===== src/hdl/wbce_pkg.sv =====
// ----------------------------------------------------------------------------
// wbce_pkg
// Shared types and constants of the weighted BCE loss accumulator.
// ----------------------------------------------------------------------------
`default_nettype none

package wbce_pkg;

    // Default sizes of the top-level parameters
    localparam int COUNT_BITS_DEF = 32;
    localparam int LOG_BITS_DEF   = 10;

    // Fixed field widths and the queue depth
    localparam int PROB_W      = 17;
    localparam int LOSS_W      = 40;
    localparam int SUM_W       = 56;
    localparam int MAG_W       = 21;
    localparam int ADDR_W      = 4;
    localparam int QUEUE_DEPTH = 4;

    localparam logic [PROB_W-1:0] ONE_Q16  = 17'h10000;
    localparam logic [PROB_W-1:0] HALF_Q16 = 17'h08000;
    localparam logic [15:0]       LN2_Q16  = 16'd45426;

    // Register indexes (byte address / 4)
    localparam logic [1:0] REG_BALANCE = 2'd0;
    localparam logic [1:0] REG_BATCH   = 2'd1;
    localparam logic [1:0] REG_FLOOR   = 2'd2;

    typedef struct packed {
        logic [PROB_W-1:0] probability;
        logic              target_bit;
        logic              final_item;
    } t_in_item;

    typedef struct packed {
        logic [LOSS_W-1:0] loss_value;
        logic              saturated;
    } t_out_item;

    // Classified item as queued between front and back
    typedef struct packed {
        logic [PROB_W-1:0] q;
        logic              target_bit;
        logic              final_item;
        logic              log_zero;
    } t_queue_item;

    typedef struct packed {
        logic              start;
        logic [PROB_W-1:0] q;
    } t_log_req;

    typedef struct packed {
        logic             done;
        logic [MAG_W-1:0] mag;
    } t_log_rsp;

    typedef enum logic [2:0] {
        BK_IDLE,
        BK_LOG,
        BK_PREP_A,
        BK_DIV_A,
        BK_MUL,
        BK_PREP_L,
        BK_DIV_L,
        BK_EMIT
    } t_back_state;

endpackage

`default_nettype wire


===== src/hdl/wbce_front.sv =====
// ----------------------------------------------------------------------------
// wbce_front
// Accepts input items, applies the probability floor and picks the log
// argument for the label, then pushes the classified item into the queue.
// ----------------------------------------------------------------------------
`default_nettype none

module wbce_front (
    input  wire logic                 i_in_valid,
    input  wbce_pkg::t_in_item        i_in_data,
    input  wire logic [16:0]          i_prob_floor,
    input  wire logic                 i_queue_full,
    output logic                      o_in_stall,
    output logic                      o_push,
    output wbce_pkg::t_queue_item     o_item
);
    import wbce_pkg::*;

    logic [PROB_W-1:0] floored;
    logic [PROB_W-1:0] clipped;
    logic [PROB_W-1:0] arg;

    // Floor, clip to one, and take p or 1-p by label
    always_comb begin
        floored = (i_in_data.probability < i_prob_floor) ? i_prob_floor
                                                         : i_in_data.probability;
        clipped = (floored > ONE_Q16) ? ONE_Q16 : floored;
        arg     = i_in_data.target_bit ? clipped : (ONE_Q16 - clipped);
        o_item.log_zero   = (arg == '0);
        o_item.q          = (arg == '0) ? PROB_W'(1) : arg;
        o_item.target_bit = i_in_data.target_bit;
        o_item.final_item = i_in_data.final_item;
    end

    assign o_in_stall = i_queue_full;
    assign o_push     = i_in_valid & ~i_queue_full;

endmodule

`default_nettype wire


===== src/hdl/wbce_queue.sv =====
// ----------------------------------------------------------------------------
// wbce_queue
// Short FIFO of classified items between the front and the back.
// ----------------------------------------------------------------------------
`default_nettype none

module wbce_queue (
    input  wire logic                 i_clk,
    input  wire logic                 i_rst_n,
    input  wire logic                 i_push,
    input  wbce_pkg::t_queue_item     i_item,
    input  wire logic                 i_pop,
    output wbce_pkg::t_queue_item     o_item,
    output logic                      o_full,
    output logic                      o_empty
);
    import wbce_pkg::*;

    localparam int AW = $clog2(QUEUE_DEPTH);

    t_queue_item       r_mem [QUEUE_DEPTH];
    logic [AW-1:0]     r_wr_ptr;
    logic [AW-1:0]     r_rd_ptr;
    logic [AW:0]       r_count;

    assign o_full  = (r_count == (AW+1)'(QUEUE_DEPTH));
    assign o_empty = (r_count == '0);
    assign o_item  = r_mem[r_rd_ptr];

    // Storage
    always_ff @(posedge i_clk) begin
        if (i_push) begin
            r_mem[r_wr_ptr] <= i_item;
        end
    end

    // Pointers and fill count
    always_ff @(posedge i_clk) begin
        if (!i_rst_n) begin
            r_wr_ptr <= '0;
            r_rd_ptr <= '0;
            r_count  <= '0;
        end else begin
            if (i_push) begin
                r_wr_ptr <= r_wr_ptr + AW'(1);
            end
            if (i_pop) begin
                r_rd_ptr <= r_rd_ptr + AW'(1);
            end
            if (i_push && !i_pop) begin
                r_count <= r_count + (AW+1)'(1);
            end else if (!i_push && i_pop) begin
                r_count <= r_count - (AW+1)'(1);
            end
        end
    end

endmodule

`default_nettype wire


===== src/hdl/wbce_log.sv =====
// ----------------------------------------------------------------------------
// wbce_log
// Iterative -ln(q) unit: normalize, one squaring per fraction bit of log2,
// then scale by ln2 with round half up. Result in Q.16.
// ----------------------------------------------------------------------------
`default_nettype none

module wbce_log #(
    parameter int LOG_TABLE_BITS = wbce_pkg::LOG_BITS_DEF
) (
    input  wire logic           i_clk,
    input  wire logic           i_rst_n,
    input  wbce_pkg::t_log_req  i_req,
    output wbce_pkg::t_log_rsp  o_rsp
);
    import wbce_pkg::*;

    localparam int CW = $clog2(LOG_TABLE_BITS + 1);

    logic                      r_busy;
    logic                      r_fin;
    logic                      r_done;
    logic [CW-1:0]             r_cnt;
    logic [PROB_W-1:0]         r_x;
    logic [4:0]                r_s;
    logic [LOG_TABLE_BITS-1:0] r_frac;
    logic [MAG_W-1:0]          r_mag;

    logic [4:0]        msb;
    logic [4:0]        norm_s;
    logic [PROB_W-1:0] norm_x;
    logic [33:0]       sq;
    logic [17:0]       sq_sh;
    logic [MAG_W-1:0]  l2;
    logic [36:0]       scaled;

    // Leading-one position sets the normalizing shift
    always_comb begin
        msb = '0;
        for (int i = 0; i < PROB_W; i++) begin
            if (i_req.q[i]) begin
                msb = 5'(i);
            end
        end
        norm_s = 5'd16 - msb;
        norm_x = i_req.q << norm_s;
    end

    // One squaring step and the final scale
    always_comb begin
        sq     = 34'(r_x) * 34'(r_x);
        sq_sh  = sq[33:16];
        l2     = {r_s, 16'h0000} - (MAG_W'(r_frac) << (16 - LOG_TABLE_BITS));
        scaled = 37'(l2) * 37'(LN2_Q16) + 37'd32768;
    end

    // Control
    always_ff @(posedge i_clk) begin
        if (!i_rst_n) begin
            r_busy <= 1'b0;
            r_fin  <= 1'b0;
            r_done <= 1'b0;
        end else begin
            r_done <= r_fin;
            r_fin  <= 1'b0;
            if (i_req.start) begin
                r_busy <= 1'b1;
            end else if (r_busy && r_cnt == CW'(LOG_TABLE_BITS - 1)) begin
                r_busy <= 1'b0;
                r_fin  <= 1'b1;
            end
        end
    end

    // Datapath
    always_ff @(posedge i_clk) begin
        if (i_req.start) begin
            r_x    <= norm_x;
            r_s    <= norm_s;
            r_frac <= '0;
            r_cnt  <= '0;
        end else if (r_busy) begin
            r_frac <= {r_frac[LOG_TABLE_BITS-2:0], sq_sh[17]};
            r_x    <= sq_sh[17] ? sq_sh[17:1] : sq_sh[16:0];
            r_cnt  <= r_cnt + CW'(1);
        end
        if (r_fin) begin
            r_mag <= scaled[36:16];
        end
    end

    assign o_rsp.done = r_done;
    assign o_rsp.mag  = r_mag;

endmodule

`default_nettype wire


===== src/hdl/wbce_back.sv =====
// ----------------------------------------------------------------------------
// wbce_back
// Pops classified items, runs the log unit, keeps the split sums and counts,
// and on a final item works out alpha, the weighted sum and the loss.
// ----------------------------------------------------------------------------
`default_nettype none

module wbce_back #(
    parameter int COUNT_BITS = wbce_pkg::COUNT_BITS_DEF
) (
    input  wire logic                 i_clk,
    input  wire logic                 i_rst_n,
    input  wbce_pkg::t_queue_item     i_q_item,
    input  wire logic                 i_q_empty,
    output logic                      o_pop,
    output wbce_pkg::t_log_req        o_log_req,
    input  wbce_pkg::t_log_rsp        i_log_rsp,
    input  wire logic                 i_balance,
    input  wire logic [15:0]          i_batch,
    output logic                      o_out_valid,
    input  wire logic                 i_out_stall,
    output wbce_pkg::t_out_item       o_out_data
);
    import wbce_pkg::*;

    // Shared serial divider sizes
    localparam int DVW = (COUNT_BITS + 16 > SUM_W + 1) ? COUNT_BITS + 16 : SUM_W + 1;
    localparam int DSW = (COUNT_BITS > 16) ? COUNT_BITS : 16;
    localparam int DCW = $clog2(DVW);

    t_back_state           r_state;
    t_back_state           n_state;
    logic                  r_final;
    logic                  r_target;
    logic [SUM_W-1:0]      r_pos_sum;
    logic [SUM_W-1:0]      r_neg_sum;
    logic [COUNT_BITS-1:0] r_pos_cnt;
    logic [COUNT_BITS-1:0] r_tot_cnt;
    logic                  r_clamp;
    logic [PROB_W-1:0]     r_alpha;
    logic [2:0]            r_step;
    logic [44:0]           r_prod;
    logic [72:0]           r_part;
    logic [SUM_W:0]        r_wsum;
    logic [DSW-1:0]        r_rem;
    logic [DSW-1:0]        r_dsr;
    logic [DVW-1:0]        r_dvd;
    logic [DCW-1:0]        r_dcnt;
    t_out_item             r_res;
    t_out_item             r_out;
    logic                  r_out_valid;

    logic                  out_free;
    logic                  pop;
    logic                  acc_en;
    logic                  emit_load;
    logic                  div_last;
    logic [SUM_W:0]        sum_add;
    logic [SUM_W-1:0]      n_pos_sum;
    logic [SUM_W-1:0]      n_neg_sum;
    logic [COUNT_BITS:0]   pos_inc;
    logic [COUNT_BITS:0]   tot_inc;
    logic                  sum_sat;
    logic [DSW:0]          rem2;
    logic                  ge;
    logic [DSW-1:0]        rem_n;
    logic [DVW-1:0]        quo_n;
    logic [PROB_W-1:0]     mul_w;
    logic [27:0]           mul_s;
    logic [72:0]           fold;

    // Next state
    always_comb begin
        n_state = r_state;
        case (r_state)
            BK_IDLE:   if (!i_q_empty) n_state = BK_LOG;
            BK_LOG:    if (i_log_rsp.done) n_state = r_final ? BK_PREP_A : BK_IDLE;
            BK_PREP_A: n_state = BK_DIV_A;
            BK_DIV_A:  if (div_last) n_state = BK_MUL;
            BK_MUL:    if (r_step == 3'd4) n_state = BK_PREP_L;
            BK_PREP_L: n_state = BK_DIV_L;
            BK_DIV_L:  if (div_last) n_state = BK_EMIT;
            BK_EMIT:   if (out_free) n_state = BK_IDLE;
            default:   n_state = BK_IDLE;
        endcase
    end

    // Control outputs
    always_comb begin
        out_free  = ~r_out_valid | ~i_out_stall;
        pop       = (r_state == BK_IDLE) & ~i_q_empty;
        acc_en    = (r_state == BK_LOG) & i_log_rsp.done;
        emit_load = (r_state == BK_EMIT) & out_free;
        div_last  = (r_dcnt == DCW'(DVW - 1));
        o_pop           = pop;
        o_log_req.start = pop;
        o_log_req.q     = i_q_item.q;
    end

    // Saturating sums and counts
    always_comb begin
        sum_add   = {1'b0, r_target ? r_pos_sum : r_neg_sum} + (SUM_W+1)'(i_log_rsp.mag);
        sum_sat   = sum_add[SUM_W];
        n_pos_sum = r_pos_sum;
        n_neg_sum = r_neg_sum;
        if (r_target) begin
            n_pos_sum = sum_sat ? '1 : sum_add[SUM_W-1:0];
        end else begin
            n_neg_sum = sum_sat ? '1 : sum_add[SUM_W-1:0];
        end
        pos_inc = {1'b0, r_pos_cnt} + (COUNT_BITS+1)'(1);
        tot_inc = {1'b0, r_tot_cnt} + (COUNT_BITS+1)'(1);
    end

    // Divider step, multiplier operands and partial-product fold
    always_comb begin
        rem2  = {r_rem, r_dvd[DVW-1]};
        ge    = (rem2 >= {1'b0, r_dsr});
        rem_n = ge ? DSW'(rem2 - {1'b0, r_dsr}) : rem2[DSW-1:0];
        quo_n = {r_dvd[DVW-2:0], ge};
        mul_w = (r_step < 3'd2) ? (ONE_Q16 - r_alpha) : r_alpha;
        case (r_step)
            3'd0:    mul_s = r_pos_sum[55:28];
            3'd1:    mul_s = r_pos_sum[27:0];
            3'd2:    mul_s = r_neg_sum[55:28];
            default: mul_s = r_neg_sum[27:0];
        endcase
        fold = (r_part + 73'(r_prod)) >> 16;
    end

    // State register
    always_ff @(posedge i_clk) begin
        if (!i_rst_n) begin
            r_state <= BK_IDLE;
        end else begin
            r_state <= n_state;
        end
    end

    // Accumulated state
    always_ff @(posedge i_clk) begin
        if (!i_rst_n) begin
            r_pos_sum <= '0;
            r_neg_sum <= '0;
            r_pos_cnt <= '0;
            r_tot_cnt <= '0;
            r_clamp   <= 1'b0;
        end else if (emit_load) begin
            r_pos_sum <= '0;
            r_neg_sum <= '0;
            r_pos_cnt <= '0;
            r_tot_cnt <= '0;
            r_clamp   <= 1'b0;
        end else if (pop) begin
            if (i_q_item.log_zero) r_clamp <= 1'b1;
        end else if (acc_en) begin
            r_pos_sum <= n_pos_sum;
            r_neg_sum <= n_neg_sum;
            if (r_target) begin
                r_pos_cnt <= pos_inc[COUNT_BITS] ? '1 : pos_inc[COUNT_BITS-1:0];
            end
            r_tot_cnt <= tot_inc[COUNT_BITS] ? '1 : tot_inc[COUNT_BITS-1:0];
            if (sum_sat || tot_inc[COUNT_BITS] || (r_target && pos_inc[COUNT_BITS])) begin
                r_clamp <= 1'b1;
            end
        end
    end

    // Finishing datapath
    always_ff @(posedge i_clk) begin
        case (r_state)
            BK_IDLE: begin
                if (pop) begin
                    r_target <= i_q_item.target_bit;
                    r_final  <= i_q_item.final_item;
                end
            end
            BK_PREP_A: begin
                r_rem  <= '0;
                r_dvd  <= DVW'({r_pos_cnt, 16'h0000});
                r_dsr  <= DSW'(r_tot_cnt);
                r_dcnt <= '0;
            end
            BK_DIV_A: begin
                r_rem  <= rem_n;
                r_dvd  <= quo_n;
                r_dcnt <= r_dcnt + DCW'(1);
                r_step <= '0;
                if (div_last) begin
                    r_alpha <= (i_balance && r_tot_cnt != '0) ? quo_n[PROB_W-1:0] : HALF_Q16;
                end
            end
            BK_MUL: begin
                r_prod <= 45'(mul_w) * 45'(mul_s);
                r_step <= r_step + 3'd1;
                case (r_step)
                    3'd1:    r_part <= 73'(r_prod) << 28;
                    3'd2:    r_wsum <= fold[SUM_W:0];
                    3'd3:    r_part <= 73'(r_prod) << 28;
                    3'd4:    r_wsum <= r_wsum + fold[SUM_W:0];
                    default: r_part <= '0;
                endcase
            end
            BK_PREP_L: begin
                r_rem  <= '0;
                r_dvd  <= DVW'(r_wsum);
                r_dsr  <= (i_batch == '0) ? DSW'(1) : DSW'(i_batch);
                r_dcnt <= '0;
            end
            BK_DIV_L: begin
                r_rem  <= rem_n;
                r_dvd  <= quo_n;
                r_dcnt <= r_dcnt + DCW'(1);
                if (div_last) begin
                    if (|quo_n[DVW-1:LOSS_W]) begin
                        r_res.loss_value <= '1;
                        r_res.saturated  <= 1'b1;
                    end else begin
                        r_res.loss_value <= quo_n[LOSS_W-1:0];
                        r_res.saturated  <= r_clamp;
                    end
                end
            end
            default: begin
                r_step <= r_step;
            end
        endcase
    end

    // Output register
    always_ff @(posedge i_clk) begin
        if (!i_rst_n) begin
            r_out_valid <= 1'b0;
        end else if (emit_load) begin
            r_out_valid <= 1'b1;
        end else if (!i_out_stall) begin
            r_out_valid <= 1'b0;
        end
    end

    always_ff @(posedge i_clk) begin
        if (emit_load) begin
            r_out <= r_res;
        end
    end

    assign o_out_valid = r_out_valid;
    assign o_out_data  = r_out;

`ifndef ASSERT_OFF
    // Log results only arrive while an item waits for them
    a_log_in_state: assert property (@(posedge i_clk) disable iff (!i_rst_n)
        i_log_rsp.done |-> r_state == BK_LOG)
        else $error("log result outside of log wait");

    // Emitting a result clears the batch state
    a_clear_on_emit: assert property (@(posedge i_clk) disable iff (!i_rst_n)
        emit_load |=> (r_tot_cnt == '0 && r_pos_sum == '0 && !r_clamp))
        else $error("batch state not cleared after result");

    // Alpha is a weight of at most one
    a_alpha_range: assert property (@(posedge i_clk) disable iff (!i_rst_n)
        r_state == BK_MUL |-> r_alpha <= ONE_Q16)
        else $error("alpha above one");

    // A result transfer always follows from an emit
    a_out_from_emit: assert property (@(posedge i_clk) disable iff (!i_rst_n)
        $rose(r_out_valid) |-> $past(r_state) == BK_EMIT)
        else $error("output valid without emit");
`endif

endmodule

`default_nettype wire


===== src/hdl/weighted_bce_loss_accumulate_top.sv =====
// ----------------------------------------------------------------------------
// weighted_bce_loss_accumulate_top
// Class-balanced binary cross-entropy loss accumulator with register port.
//
//   channel   direction  handshake               payload
//   input     in         i_in_valid/o_in_stall   i_in_data (t_in_item)
//   result    out        o_out_valid/i_out_stall o_out_data (t_out_item)
//   config    in         psel/penable/pready     paddr, pwdata, prdata
//
// A non-final item's time in the back end is set by the serial squaring
// loop of the log unit. A final item adds the two serial divisions (alpha
// and loss), the five-step partial-product multiply and the setup and emit
// steps, plus any wait of the result register on a stall.
// Reset is synchronous, active low; no clearing pass is needed.
// The four-entry queue keeps accepting until it is full while the back end
// or the result register is stalled.
// ----------------------------------------------------------------------------
`default_nettype none

module weighted_bce_loss_accumulate_top #(
    parameter int COUNT_BITS     = wbce_pkg::COUNT_BITS_DEF,
    parameter int LOG_TABLE_BITS = wbce_pkg::LOG_BITS_DEF
) (
    input  wire logic                        i_clk,
    input  wire logic                        i_rst_n,
    input  wire logic                        i_in_valid,
    output logic                             o_in_stall,
    input  wbce_pkg::t_in_item               i_in_data,
    output logic                             o_out_valid,
    input  wire logic                        i_out_stall,
    output wbce_pkg::t_out_item              o_out_data,
    input  wire logic                        psel,
    input  wire logic                        penable,
    input  wire logic                        pwrite,
    input  wire logic [wbce_pkg::ADDR_W-1:0] paddr,
    input  wire logic [31:0]                 pwdata,
    output logic [31:0]                      prdata,
    output logic                             pready
);
    import wbce_pkg::*;

    logic        r_balance;
    logic [15:0] r_batch;
    logic [16:0] r_floor;

    logic        push;
    logic        pop;
    logic        q_full;
    logic        q_empty;
    t_queue_item front_item;
    t_queue_item q_item;
    t_log_req    log_req;
    t_log_rsp    log_rsp;

    assign pready = 1'b1;

    // Register writes
    always_ff @(posedge i_clk) begin
        if (!i_rst_n) begin
            r_balance <= 1'b0;
            r_batch   <= 16'd1;
            r_floor   <= 17'd1;
        end else if (psel && penable && pwrite) begin
            case (paddr[3:2])
                REG_BALANCE: r_balance <= pwdata[0];
                REG_BATCH:   r_batch   <= pwdata[15:0];
                REG_FLOOR:   r_floor   <= pwdata[16:0];
                default:     r_balance <= r_balance;
            endcase
        end
    end

    // Register reads
    always_comb begin
        case (paddr[3:2])
            REG_BALANCE: prdata = {31'd0, r_balance};
            REG_BATCH:   prdata = {16'd0, r_batch};
            REG_FLOOR:   prdata = {15'd0, r_floor};
            default:     prdata = '0;
        endcase
    end

    wbce_front u_front (
        .i_in_valid   (i_in_valid),
        .i_in_data    (i_in_data),
        .i_prob_floor (r_floor),
        .i_queue_full (q_full),
        .o_in_stall   (o_in_stall),
        .o_push       (push),
        .o_item       (front_item)
    );

    wbce_queue u_queue (
        .i_clk   (i_clk),
        .i_rst_n (i_rst_n),
        .i_push  (push),
        .i_item  (front_item),
        .i_pop   (pop),
        .o_item  (q_item),
        .o_full  (q_full),
        .o_empty (q_empty)
    );

    wbce_log #(
        .LOG_TABLE_BITS (LOG_TABLE_BITS)
    ) u_log (
        .i_clk   (i_clk),
        .i_rst_n (i_rst_n),
        .i_req   (log_req),
        .o_rsp   (log_rsp)
    );

    wbce_back #(
        .COUNT_BITS (COUNT_BITS)
    ) u_back (
        .i_clk       (i_clk),
        .i_rst_n     (i_rst_n),
        .i_q_item    (q_item),
        .i_q_empty   (q_empty),
        .o_pop       (pop),
        .o_log_req   (log_req),
        .i_log_rsp   (log_rsp),
        .i_balance   (r_balance),
        .i_batch     (r_batch),
        .o_out_valid (o_out_valid),
        .i_out_stall (i_out_stall),
        .o_out_data  (o_out_data)
    );

endmodule

`default_nettype wire

===== config.mk =====
export PLATFORM = sky130hd
export DESIGN_NAME = weighted_bce_loss_accumulate_top
export DESIGN_NICKNAME = d
export VERILOG_FILES = /design/src/hdl/wbce_pkg.sv /design/src/hdl/wbce_front.sv /design/src/hdl/wbce_queue.sv /design/src/hdl/wbce_log.sv /design/src/hdl/wbce_back.sv /design/src/hdl/weighted_bce_loss_accumulate_top.sv
export SDC_FILE = /design/constraint.sdc
export NUM_CORES = 2
export LEC_CHECK = 0
export ABC_CLOCK_PERIOD_IN_PS = 9600
export BUFFER_PORTS_ARGS = -buffer_cell sky130_fd_sc_hd__buf_2
export CAP_MARGIN = 30
export CORE_UTILIZATION = 45
export CTS_CLUSTER_SIZE = 10
export DETAILED_ROUTE_END_ITERATION = 8
export PLACE_DENSITY = 0.69
export SLEW_MARGIN = 20
export SYNTH_ARGS = -nofsm -noshare
export SYNTH_HDL_FRONTEND = slang
export SYNTH_SLANG_ARGS = --single-unit

===== constraint.sdc =====
create_clock -name i_clk -period 9.6 [get_ports i_clk]
set_input_delay 1.44 -clock i_clk [delete_from_list [all_inputs] [get_ports i_clk]]
set_output_delay 1.44 -clock i_clk [all_outputs]
set_load 0.01 [all_outputs]

==> flow_summary.yaml <==
run_status:
  status: "finished clean"
grt:
  grt_pass1_wl_um: 278000
  grt_max_degree: 90
  grt_antenna_before_repair: 7
  track_usage_pct: 22.8
  grt_pass1_vias: 51900
  overflow: 0
clock_tree:
  htreeDepth: 3
  cts_hold_buf: 0
  cts_tree: "yes"
  post_cts_buffers: 0
  cts_root_buf: "clkbuf_16"
  clock_latency_ns: 0.70
  clockBufferDepth: 3
  path_clk_slew_ns: 0.06
  clock-sinks: 742
  cts_buffers: 88
  ctsResizeCount: 0
timing:
  skew_ns: 0.0377
  min_period_ns: 8.91
  finalCritPeriodShare_pct: 92.8
  finalSetupViolCount: 0
  slew_headroom_pct: 29.4
  worst_slew_pin_slew_ns: 1.06
  rsz0062_at_grt: "false"
  fmax_mhz: 112
  fin_setup_tns_ns: 0
  slew_viol_final: 0
  finalHoldViolCount: 0
synthesis:
  synth_top_area_cell: "edfxtp_1"
  yosysWarnings: 0
  synth_edf_count: 501
  synthTopCellsByCount: "965 x inv_1, 830 x nand2_1, 649 x fa_1, 595 x nor2_1, 504 x ha_1"
  async_flop_share_pct: 0
  ys.flop_type: "edfxtp_1"
  synth_area_leaders: "edfxtp_1 22%, fa_1 19%, ha_1 9.3%, dfxtp_1 7.1%, inv_1 5.4%"
  synthCells: 7136
  syn_area_mm2: 0.0676
  synth.avg_cell_area_um2: 9.47
  synth-seq-area-share_pct: 29.4
  synth_top_area_share_pct: 22.3
  ys_types: 108
  ys_seq_elements: 742
  synth.most_common_cell: "inv_1"
routing:
  drt_first_iter_violations: 4138
  route.met2.wl_um: 84100
  wl_per_cell_um: 18.7
  vias_per_cell: 5.55
  routed_wl_um: 173000
  ant_nets: 0
  drc: 0
  wl_met3_um: 10800
  first_pass_iters: 6
  wl_met1_um: 71700
  routed.top_layer: "met4"
  via_count: 51400
min_path:
  holdCritPathClass: "reg2reg"
  min_path_cells: 0
worst_setup_path:
  crit_start: "u_back.r_alpha[5]"
  start_kind: "flip-flop"
  worstSetupPathType: "reg2reg"
  crit_arrival_ns: 9.34
  critPathCapture: "u_back.r_prod[44]"
  cpMaxStageDelayCell: "xnor2_2"
  path_delay_family: "adder cells"
  rrSetupSlack_ns: 0.69
  critPathRequiredTime_ns: 10.03
  r2r-end: "u_back.r_prod[44]"
  crit_fanout: 12
  critPathMostFrequentCell: "fa_1"
  ff2ff_path_depth: 28
  cpPeakStageDelay_ns: 0.79
  crit_cells: 28
  path_buf_inv: 2
  rr_startpoint: "u_back.r_alpha[5]"
  endpoint_kind: "flip-flop"
job:
  cap_violations: 0
cells_and_area:
  layout-drive-gt1-share_pct: 7.40
  fillers: 13700
  nNetsFinal: 8404
  syn_to_final_growth_pct: 8.74
die:
  rows: 141
  core_mm2: 0.148
  fp.dieH_um: 390
  ios: 138
  initial_core_util_pct: 45.6
  dieArea_mm2: 0.152
  die_w_um: 390
placed_design:
  hpwl_um: 132000
  globalplace.congestion: 0.942
  port_buffers: 104
worst reg2reg max path: cells and delay by family (launching register included):
family	cells	cell delay, ns
AO/OA/AOI/OAI	7	1.63
XOR/XNOR	2	0.88
adder cells (fa/ha/maj)	7	3.37
buffers and inverters	2	0.13
flip-flops	1	0.49
AND/OR/NAND/NOR	10	2.15
per-stage QoR:
stage	instance area (um^2)	utilization [%]	hold WS, ns	setup WS (ns)	cells
6_report	73500	49.5	0.416	0.691	9258
4_1_cts	73400	49.5	0.415	0.859	9250
3_3_place_gp	70500	47.5	0.403	0.908	9083
5_1_grt	73500	49.5	0.418	0.0415	9257
3_5_place_dp	70700	47.7	0.405	0.862	9097
2_1_floorplan	67600	-	0.400	1.25	7150
cell families after synthesis:
logic type,synth area share (%)
adders and majority gates,28.6
AOI/OAI and AO/OA,12.2
and+or+nand+nor,15.1
xor gates and xnor gates,4.81
other,0.0111
muxes,2.75
DFF,29.4
buffers and inverters,7.17
placed cells by master (no fill, tap or decap), drive strengths merged, types with 57 or more instances in the layout:
| master | netlist | layout |
|---|---|---|
| nand3 | 111 | 111 |
| nand2 | 830 | 830 |
| nand2b | 86 | 86 |
| mux2i | 90 | 90 |
| dfxtp | 241 | 241 |
| ha | 504 | 504 |
| a211oi | 74 | 74 |
| a21oi | 373 | 373 |
| inv | 966 | 967 |
| xnor2 | 217 | 217 |
| a22oi | 57 | 57 |
| o21ai | 201 | 201 |
| xor2 | 153 | 153 |
| a31oi | 61 | 61 |
| and2 | 192 | 192 |
| buf | 62 | 243 |
| fa | 649 | 649 |
| nor2 | 599 | 599 |
| a21o | 99 | 99 |
| nor3 | 85 | 85 |
| clkbuf | 232 | 141 |
| edfxtp | 501 | 501 |
worst min-delay path by stage:
stage | start | to | slack (ns)
floorplan | u_back.r_res[0] | u_back.o_out_data[0] | 0.40
global placement | u_back.r_res[37] | u_back.o_out_data[37] | 0.40
detailed placement | u_back.r_res[2] | u_back.o_out_data[2] | 0.40
CTS | u_back.r_res[38] | u_back.o_out_data[38] | 0.42
global route | u_back.r_res[24] | u_back.o_out_data[24] | 0.42
finish | u_back.r_res[35] | u_back.o_out_data[35] | 0.42
registers in the layout, summed over array words and instances, names as in the netlist, 5 cells and up, named ones only:
name,cells
u_back.r_dcnt,6
u_log.r_x,17
u_log.r_s,5
u_back.r_dsr,32
u_queue.r_mem,80
u_back.r_pos_cnt,32
u_back.o_out_data,41
u_log.r_frac,10
u_back.r_alpha,17
u_back.r_wsum,57
u_back.r_tot_cnt,32
u_back.r_res,41
u_back.r_prod,45
u_back.r_dvd,57
u_back.r_rem,32
u_back.r_neg_sum,56
r_batch,16
u_back.r_part,45
u_back.r_pos_sum,56
u_log.r_mag,21
r_floor,17
metal layers:
layer  track usage (%)  up-vias
li1                  -    24000
met1              29.3    25400
met2              39.2     1625
met3              3.41      391
met4              7.78        0
met5                 0        -
area by class of cell:
cell class / count / area, um^2 / share of cell area (%)
multi-input cells: 5147 / 43100 / 58.6
inverters: 967 / 3630 / 4.94
clock buffers: 141 / 2490 / 3.39
well taps: 2002 / 2500 / 3.41
flip-flops and latches: 742 / 19900 / 27.0
clock inverters: 12 / 210 / 0.286
repair buffers: 243 / 1680 / 2.28
diodes: 4 / 10.0 / 0.0136
Power is not shown: default switching activity piles up to over one toggle a cycle in this logic, so the estimate is an artifact.
